==> src/nif_pkg.sv <==
package nif_pkg;

  // timing base and frame size
  localparam int TICK_US    = 128;
  localparam int FRAME_BITS = 32;
  localparam int TICKS_W    = 8;
  localparam int TIME_W     = TICKS_W + $clog2(TICK_US + 1);
  localparam int CNT_W      = 6;
  localparam int IDX_W      = $clog2(FRAME_BITS);

  // nominal durations in us
  localparam int unsigned D_LEAD   = 9500;
  localparam int unsigned D_START  = 4500;
  localparam int unsigned D_REPEAT = 2250;
  localparam int unsigned D_SHORT  = 540;
  localparam int unsigned D_LONG   = 1688;

  // acceptance windows, floor(d * 0.7) to floor(d * 1.3)
  localparam int unsigned LEAD_LO   = (D_LEAD * 7) / 10;
  localparam int unsigned LEAD_HI   = (D_LEAD * 13) / 10;
  localparam int unsigned START_LO  = (D_START * 7) / 10;
  localparam int unsigned START_HI  = (D_START * 13) / 10;
  localparam int unsigned REPEAT_LO = (D_REPEAT * 7) / 10;
  localparam int unsigned REPEAT_HI = (D_REPEAT * 13) / 10;
  localparam int unsigned SHORT_LO  = (D_SHORT * 7) / 10;
  localparam int unsigned SHORT_HI  = (D_SHORT * 13) / 10;
  localparam int unsigned LONG_LO   = (D_LONG * 7) / 10;
  localparam int unsigned LONG_HI   = (D_LONG * 13) / 10;

  // item function codes
  localparam logic [1:0] FN_EDGE = 2'd0;
  localparam logic [1:0] FN_OVF  = 2'd1;
  localparam logic [1:0] FN_POLL = 2'd2;

  // configuration register indexes
  localparam int CFG_IDX_W = 3;
  localparam logic [CFG_IDX_W-1:0] REG_TIMEOUT = 3'd0;
  localparam logic [CFG_IDX_W-1:0] REG_MASK_LO = 3'd1;
  localparam logic [CFG_IDX_W-1:0] REG_MASK_ML = 3'd2;
  localparam logic [CFG_IDX_W-1:0] REG_MASK_MH = 3'd3;
  localparam logic [CFG_IDX_W-1:0] REG_MASK_HI = 3'd4;

  localparam logic [7:0] TIMEOUT_RST = 8'd4;

  typedef enum logic [2:0] {
    PH_IDLE   = 3'd0,
    PH_LEAD   = 3'd1,
    PH_LSPACE = 3'd2,
    PH_DATA   = 3'd3,
    PH_FINAL  = 3'd4
  } phase_t;

  typedef enum logic [1:0] {
    ST_READY     = 2'd0,
    ST_REPEAT    = 2'd1,
    ST_NOT_READY = 2'd2
  } status_t;

  typedef struct packed {
    logic [1:0]         func;
    logic               level;
    logic [TICKS_W-1:0] duration_ticks;
  } item_t;

  typedef struct packed {
    logic       data_ready;
    logic [7:0] address;
    logic [7:0] command;
  } result_t;

  function automatic logic in_window(logic [TIME_W-1:0] t, int unsigned lo, int unsigned hi);
    in_window = (32'(t) >= lo) && (32'(t) <= hi);
  endfunction

endpackage

==> src/nif_in_stage.sv <==
module nif_in_stage import nif_pkg::*; (
  input  logic  clk,
  input  logic  rst,
  input  logic  in_valid,
  output logic  in_ready,
  input  item_t item_in,
  input  logic  step,
  output logic  held,
  output item_t item
);

  // accept whenever the stage is empty or its beat moves on this cycle
  assign in_ready = !held || step;

  always_ff @(posedge clk) begin
    if (rst) begin
      held <= 1'b0;
    end else if (in_ready) begin
      held <= in_valid;
    end
  end

  always_ff @(posedge clk) begin
    if (in_valid && in_ready) begin
      item <= item_in;
    end
  end

endmodule

==> src/nif_core.sv <==
module nif_core import nif_pkg::*; (
  input  logic                 clk,
  input  logic                 rst,
  input  logic                 cfg_write,
  input  logic [CFG_IDX_W-1:0] cfg_index,
  input  logic [63:0]          cfg_data,
  input  logic                 step,
  input  item_t                item,
  output result_t              result
);

  phase_t                phase, phase_next;
  status_t               status, status_next;
  logic [FRAME_BITS-1:0] bit_store, bit_store_next;
  logic [CNT_W-1:0]      bit_count, bit_count_next;
  logic                  repeat_seen, repeat_seen_next;
  logic [7:0]            ovf_count, ovf_count_next;
  logic                  armed, armed_next;
  logic [7:0]            lat_addr, lat_addr_next;
  logic [7:0]            lat_cmd, lat_cmd_next;
  logic                  ready;

  logic [7:0]   timeout;
  logic [255:0] rep_mask;

  logic [TIME_W-1:0] t;
  logic              is_edge, is_ovf, is_poll, high;
  logic              win_lead, win_start, win_rep, win_short, win_long;
  logic [CNT_W-1:0]  cnt_inc;
  logic [7:0]        ovf_inc;
  logic              timeout_hit;
  logic [7:0]        f_addr, f_naddr, f_cmd, f_ncmd;
  logic              frame_ok, blocked;

  // item decode and duration windows
  assign t         = TIME_W'(32'(item.duration_ticks) * TICK_US);
  assign is_edge   = item.func == FN_EDGE;
  assign is_ovf    = item.func == FN_OVF;
  assign is_poll   = item.func == FN_POLL;
  assign high      = item.level;
  assign win_lead  = in_window(t, LEAD_LO, LEAD_HI);
  assign win_start = in_window(t, START_LO, START_HI);
  assign win_rep   = in_window(t, REPEAT_LO, REPEAT_HI);
  assign win_short = in_window(t, SHORT_LO, SHORT_HI);
  assign win_long  = in_window(t, LONG_LO, LONG_HI);

  assign cnt_inc     = bit_count + CNT_W'(1);
  assign ovf_inc     = ovf_count + 8'd1;
  assign timeout_hit = ovf_inc >= timeout;

  // frame check on the stored bits
  assign f_addr   = bit_store[7:0];
  assign f_naddr  = bit_store[15:8];
  assign f_cmd    = bit_store[23:16];
  assign f_ncmd   = bit_store[31:24];
  assign frame_ok = ((f_addr ^ f_naddr) == 8'hFF) && ((f_cmd ^ f_ncmd) == 8'hFF);
  assign blocked  = rep_mask[f_cmd];

  // capture phase transitions
  always_comb begin
    phase_next = phase;
    if (step && is_edge) begin
      case (phase)
        PH_IDLE: begin
          if (!high) phase_next = PH_LEAD;
        end
        PH_LEAD: begin
          phase_next = (high && win_lead) ? PH_LSPACE : PH_IDLE;
        end
        PH_LSPACE: begin
          if (!high && win_start) phase_next = PH_DATA;
          else if (!high && win_rep) phase_next = PH_FINAL;
          else phase_next = PH_IDLE;
        end
        PH_DATA: begin
          if (!high) begin
            if (win_short || win_long) begin
              if (cnt_inc >= CNT_W'(FRAME_BITS)) phase_next = PH_FINAL;
            end else begin
              phase_next = PH_IDLE;
            end
          end
        end
        PH_FINAL: phase_next = PH_IDLE;
        default:  phase_next = PH_IDLE;
      endcase
    end else if (step && is_ovf && armed && timeout_hit) begin
      phase_next = PH_IDLE;
    end
  end

  // frame status, bit gathering, timer and poll answer
  always_comb begin
    status_next      = status;
    bit_store_next   = bit_store;
    bit_count_next   = bit_count;
    repeat_seen_next = repeat_seen;
    ovf_count_next   = ovf_count;
    armed_next       = armed;
    lat_addr_next    = lat_addr;
    lat_cmd_next     = lat_cmd;
    ready            = 1'b0;
    if (step && is_edge) begin
      case (phase)
        PH_IDLE: begin
          if (!high) armed_next = 1'b1;
          else status_next = ST_NOT_READY;
        end
        PH_LEAD: begin
          if (!(high && win_lead)) status_next = ST_NOT_READY;
        end
        PH_LSPACE: begin
          if (!high && win_start) begin
            repeat_seen_next = 1'b0;
            bit_count_next   = '0;
          end else if (!high && win_rep) begin
            repeat_seen_next = 1'b1;
          end else begin
            status_next = ST_NOT_READY;
          end
        end
        PH_DATA: begin
          if (!high) begin
            if (win_short || win_long) begin
              bit_store_next[bit_count[IDX_W-1:0]] = win_long;
              bit_count_next = cnt_inc;
            end else begin
              status_next = ST_NOT_READY;
            end
          end
        end
        PH_FINAL: begin
          if (high && win_short) begin
            if (!repeat_seen) status_next = ST_READY;
            ovf_count_next = '0;
          end else begin
            status_next = ST_NOT_READY;
          end
        end
        default: ;
      endcase
    end else if (step && is_ovf && armed) begin
      if (timeout_hit) begin
        armed_next     = 1'b0;
        status_next    = ST_NOT_READY;
        ovf_count_next = '0;
      end else begin
        ovf_count_next = ovf_inc;
      end
    end else if (step && is_poll) begin
      if (status == ST_READY) begin
        if (frame_ok) begin
          lat_addr_next = f_addr;
          lat_cmd_next  = f_cmd;
          status_next   = blocked ? ST_NOT_READY : ST_REPEAT;
          ready         = 1'b1;
        end else begin
          status_next = ST_NOT_READY;
        end
      end else begin
        ready = status == ST_REPEAT;
      end
    end
  end

  assign result = '{data_ready: ready, address: lat_addr_next, command: lat_cmd_next};

  // decoder state
  always_ff @(posedge clk) begin
    if (rst) begin
      phase       <= PH_IDLE;
      status      <= ST_NOT_READY;
      bit_store   <= '0;
      bit_count   <= '0;
      repeat_seen <= 1'b0;
      ovf_count   <= '0;
      armed       <= 1'b0;
      lat_addr    <= '0;
      lat_cmd     <= '0;
    end else begin
      phase       <= phase_next;
      status      <= status_next;
      bit_store   <= bit_store_next;
      bit_count   <= bit_count_next;
      repeat_seen <= repeat_seen_next;
      ovf_count   <= ovf_count_next;
      armed       <= armed_next;
      lat_addr    <= lat_addr_next;
      lat_cmd     <= lat_cmd_next;
    end
  end

  // configuration registers
  always_ff @(posedge clk) begin
    if (rst) begin
      timeout  <= TIMEOUT_RST;
      rep_mask <= '0;
    end else if (cfg_write) begin
      case (cfg_index)
        REG_TIMEOUT: timeout          <= cfg_data[7:0];
        REG_MASK_LO: rep_mask[63:0]   <= cfg_data;
        REG_MASK_ML: rep_mask[127:64] <= cfg_data;
        REG_MASK_MH: rep_mask[191:128] <= cfg_data;
        REG_MASK_HI: rep_mask[255:192] <= cfg_data;
        default: ;
      endcase
    end
  end

endmodule

==> src/nif_out_stage.sv <==
module nif_out_stage import nif_pkg::*; (
  input  logic    clk,
  input  logic    rst,
  input  logic    step,
  input  result_t result_in,
  output logic    free,
  output logic    out_valid,
  input  logic    out_ready,
  output result_t result
);

  // room for a new beat when empty or when the held one leaves now
  assign free = !out_valid || out_ready;

  always_ff @(posedge clk) begin
    if (rst) begin
      out_valid <= 1'b0;
    end else if (step) begin
      out_valid <= 1'b1;
    end else if (out_ready) begin
      out_valid <= 1'b0;
    end
  end

  always_ff @(posedge clk) begin
    if (step) begin
      result <= result_in;
    end
  end

endmodule

==> src/nec_ir_frame_decoder.sv <==
// NEC infrared frame decoder.
// Input channel (in_valid / in_ready): one beat per event: func 0 is a pin
// edge with the level after it and the elapsed time in 128 us ticks, func 1
// is a timer overflow tick, func 2 polls for a decoded frame.
// Output channel (out_valid / out_ready): exactly one beat per input beat, in
// order: data_ready answers a poll (0 for every other item), address and
// command show the last latched good frame.
// Configuration channel (cfg_valid / cfg_ready, always ready): index 0 sets the
// overflow ticks before a timeout, indexes 1 to 4 the 256-bit repeat disable
// mask, 64 bits at a time; other indexes are ignored. Write only while idle.
// An accepted input beat is loaded into the input register; the decode step
// then runs on it and writes the decoder state and the result register
// together, once the result register has room.
// Throughput: one item per cycle while out_ready stays high; the decode logic is combinational.
// Reset clears the capture state, the latched frame and the channels, sets
// the timeout to 4 overflow ticks and clears the mask.
// When the receiver stalls, the result register holds and the input register
// still takes one more beat; after that in_ready drops until the output moves.
module nec_ir_frame_decoder import nif_pkg::*; (
  input  logic                 clk,
  input  logic                 rst,
  input  logic                 in_valid,
  output logic                 in_ready,
  input  logic [1:0]           func,
  input  logic                 level,
  input  logic [TICKS_W-1:0]   duration_ticks,
  output logic                 out_valid,
  input  logic                 out_ready,
  output logic                 data_ready,
  output logic [7:0]           address,
  output logic [7:0]           command,
  input  logic                 cfg_valid,
  output logic                 cfg_ready,
  input  logic [CFG_IDX_W-1:0] cfg_index,
  input  logic [63:0]          cfg_data
);

  item_t   item_in, item;
  result_t res_next, res;
  logic    held, free, step;

  assign item_in   = '{func: func, level: level, duration_ticks: duration_ticks};
  assign step      = held && free;
  assign cfg_ready = 1'b1;

  // input register
  nif_in_stage u_in (
    .clk      (clk),
    .rst      (rst),
    .in_valid (in_valid),
    .in_ready (in_ready),
    .item_in  (item_in),
    .step     (step),
    .held     (held),
    .item     (item)
  );

  // decode state machine and configuration
  nif_core u_core (
    .clk       (clk),
    .rst       (rst),
    .cfg_write (cfg_valid),
    .cfg_index (cfg_index),
    .cfg_data  (cfg_data),
    .step      (step),
    .item      (item),
    .result    (res_next)
  );

  // result register
  nif_out_stage u_out (
    .clk       (clk),
    .rst       (rst),
    .step      (step),
    .result_in (res_next),
    .free      (free),
    .out_valid (out_valid),
    .out_ready (out_ready),
    .result    (res)
  );

  assign data_ready = res.data_ready;
  assign address    = res.address;
  assign command    = res.command;

endmodule

==> config.mk <==
export PLATFORM = sky130hd
export DESIGN_NAME = nec_ir_frame_decoder
export DESIGN_NICKNAME = d
export VERILOG_FILES = /design/src/nif_pkg.sv /design/src/nif_in_stage.sv /design/src/nif_core.sv /design/src/nif_out_stage.sv /design/src/nec_ir_frame_decoder.sv
export SDC_FILE = /design/constraint.sdc
export NUM_CORES = 1
export LEC_CHECK = 0
export ABC_AREA = 0
export CORE_MARGIN = 8
export CORE_UTILIZATION = 40
export CTS_CLUSTER_SIZE = 20
export DETAILED_ROUTE_END_ITERATION = 6
export DONT_BUFFER_PORTS = 1
export PLACE_DENSITY = 0.65
export SKIP_CTS_REPAIR_TIMING = 1
export SLEW_MARGIN = 20
export SYNTH_ARGS = -nofsm -noshare
export SYNTH_HDL_FRONTEND = slang
export SYNTH_SLANG_ARGS = --single-unit
==> constraint.sdc <==
create_clock -name clk -period 4.7 [get_ports clk]
set_clock_uncertainty 0.15 [all_clocks]
set_input_delay 1.175 -clock clk [delete_from_list [all_inputs] [get_ports clk]]
set_output_delay 1.175 -clock clk [all_outputs]
set_load 0.02 [all_outputs]
==> flow_summary_export.csv <==
group,metric,value,unit
synthesis,async_reset_ff_share,0,%
clock_tree,clk_latency,0.55,ns
global_routing,grtUsageTotal,17.4,%
synthesis,yosysWarnings,0,
synthesis,synth_area_leader_cell,"dfxtp_1",
timing,hold_viol,0,
layout,design_area,17500,um^2
clock_tree,numCtsBuffers,40,
flow_run,max-cap-violations,0,
critical_path,crit_path_max_fanout,9,
drt,drtIter0Drc,968,
synthesis,synthTopCellsByArea,"dfxtp_1, nand2_1, a21oi_1, mux4_2, edfxtp_1",
floorplanning,start_util,40.3,%
clock_tree,clk_pin_slew,0.06,ns
clock_tree,cts_max_path_buffers,3,
critical_path,start_kind,"register",
placement,place_inst,2231,
synthesis,yosysSeqAreaShare,47.4,%
critical_path,reg2reg_to,"u_core.status[0]",
floorplanning,core-area,39500,um^2
clock_tree,cts_tree,"yes",
synthesis,yosys.area.top_type_share,42.2,%
timing,setup_slack,1.32,ns
drt,ant_nets,0,
critical_path,worstPathArrival,3.65,ns
critical_path,r2r_slack,1.32,ns
timing,fin_setup_tns,0,ns
pwr,power.density,372,nW/um^2
synthesis,synthDistinctLibCells,59,
placement,dpl.hpwl,27800,um
clock_tree,cts_htree_levels,2,
critical_path,worstSetupPathType,"reg2reg",
global_routing,grt_pass1_vias,11700,
drt,drt-total-wl,41900,um
synthesis,ys_seq_elements,363,
synthesis,synth_cells,1822,
drt,drc,4,
drt,drt_pass1_iterations,7,
timing,finalSetupViolCount,0,
critical_path,reg2reg_from,"u_core.ovf_count[2]",
synthesis,ys.flop_type,"dfxtp_1",
timing,rsz0062_at_grt,"false",
clock_tree,clock_sinks,363,
drt,via_count,12400,
layout,antennaDiodeCount,0,
synthesis,netlist_area,15900,um^2
synthesis,synth_edf_count,28,
run_status,violations,"DRC",
clock_tree,cts-root-buf,"clkbuf_16",
placement,place_congestion,0.825,
synthesis,synth_top_cells_by_count,"nand2_1, dfxtp_1, a21oi_1",
global_routing,antenna_found_initial,0,
floorplanning,io_pins,103,
synthesis,syn-num-nets,1918,
pwr,irDropWorstVdd,0.000301,V
global_routing,grt_max_degree,318,
pwr,leakage,5.98,nW
synthesis,synth.avg_cell_area,8.73,um^2
floorplanning,rows,73,
placement,placed_area,16200,um^2
critical_path,reg2regPathDepth,12,
timing,fmax,296,MHz
timing,worstMarginPinSlew,1.02,ns
floorplanning,chipWidth,215,um
timing,post-route-period-util,71.8,%
placement,port_buffers,0,
floorplanning,die_area,46400,um^2
critical_path,endpoint_kind,"register",
global_routing,grt_pass1_wl,65700,um
min_path,hold_path.class,"reg2reg",
global_routing,grt.overflow.total,0,
layout,final_cells,2304,
critical_path,endpoint,"u_core.status[0]",
layout,syn_to_final_growth,10.1,%
timing,finalMaxSlewViolations,0,
critical_path,crit_start,"u_core.ovf_count[2]",
timing,period_minus_slack,3.38,ns
floorplanning,die_h,215,um
layout,layout-drive-gt1-share,10.0,%
run_status,status,"finished with violations",
layout,nets,1844,
timing,slew_headroom,31.9,%
layout,nFillCells,3817,
drt,vias_per_cell,5.40,
placement,post-place-ws,1.28,ns
critical_path,worstPathRequired,4.97,ns
drt,detail_route.wl_per_cell,18.2,um
synthesis,synth.most_common_cell,"nand2_1",
cell families (layout without fill, tap and decap cells):
group / count (synthesis) / in the layout / synth area share, %
other cells: 1 / 1 / 0.0236
buf+inv: 152 / 109 / 3.88
simple gates: 782 / 782 / 20.6
mux: 123 / 123 / 13.5
fa+ha+maj: 13 / 13 / 1.02
compound gates: 365 / 365 / 12.3
flops: 363 / 363 / 47.4
xor+xnor: 23 / 23 / 1.27
placed cells by master, fill, tap and decap left out, types with 8 or more instances in the layout:
cell and n:
nand2_1 584, ha_1 13, mux4_1 10, a21oi_1 292, nand2b_1 9, clkbuf_16 42, inv_1 16, xor2_1 12
nor3b_1 8, dfxtp_1 333, o21ai_0 24, o22ai_1 10, nand3_1 18, clkbuf_1 10, mux2i_1 36, edfxtp_1 28
buf_4 20, and2_1 25, nor3_1 8, nor2b_1 12, xnor2_1 11, mux4_2 58, mux2_2 19, nor2_1 65
worst min-delay path by stage:
stage	cells after the start	end	slack, ns	start
after floorplan	2	u_core.rep_mask[11]	0.28	u_core.rep_mask[11]
after global placement	2	u_core.rep_mask[180]	0.28	u_core.rep_mask[180]
after detailed placement	2	u_core.rep_mask[186]	0.29	u_core.rep_mask[186]
after CTS	2	u_core.rep_mask[186]	0.30	u_core.rep_mask[186]
after global routing	2	u_core.rep_mask[6]	0.31	u_core.rep_mask[6]
final	2	u_core.rep_mask[114]	0.30	u_core.rep_mask[114]
report_power, final:
group / total [mW] / internal [mW] / switching, mW
clock: 3.12 / 1.85 / 1.27
combinational: 0.168 / 0.0654 / 0.103
sequential: 3.22 / 3.18 / 0.0470
total: 6.51 / 5.09 / 1.42
sequential cells by signal (all words and copies together), names as in the netlist:
name                count
u_out.result           17
u_core.timeout          8
u_core.ovf_count        8
u_core.phase            3
u_core.repeat_seen      1
u_core.bit_store       32
u_core.rep_mask       256
u_core.lat_cmd          8
u_in.held               1
u_core.armed            1
u_core.status           2
u_core.lat_addr         8
u_core.bit_count        6
u_in.item              11
u_out.out_valid         1
area by class of cell:
class	count	area [um^2]	share of cell area, %
sequential	363	7550	43.1
timing repair buffer	20	150	0.858
inverter	16	60.1	0.343
multi-input combinational	1307	7770	44.4
clock buffer	58	1170	6.69
clock inverter	15	145	0.829
tap	525	657	3.75
critical path, cell delays in order, from the launching register on:
cell	delay, ns
dfxtp_1	0.43
and3_1	0.25
and3_1	0.25
nand3_1	0.11
xnor2_1	0.16
ha_1	0.22
a211oi_1	0.22
nand2_1	0.10
o22ai_1	0.23
nand3_1	0.31
o311ai_1	0.34
and4bb_1	0.30
a31o_1	0.19
layer usage:
metal / vias up / track usage, % / wire (um)
li1: 6075 / - / -
met1: 5933 / 22.8 / 18200
met2: 371 / 28.6 / 19900
met3: 68 / 3.62 / 2850
met4: 0 / 5.42 / 1030
met5: - / 0 / 0
through the flow:
stage	total power, mW	hold slack, ns	utilization [%]
after CTS	6.60	0.299	44.4
after global routing	6.75	0.313	44.4
after detailed placement	3.46	0.290	41.0
after global placement	3.45	0.284	41.0
final	6.51	0.299	44.4
after floorplan	3.45	0.282	-
Power figures use the tool's default switching activity.
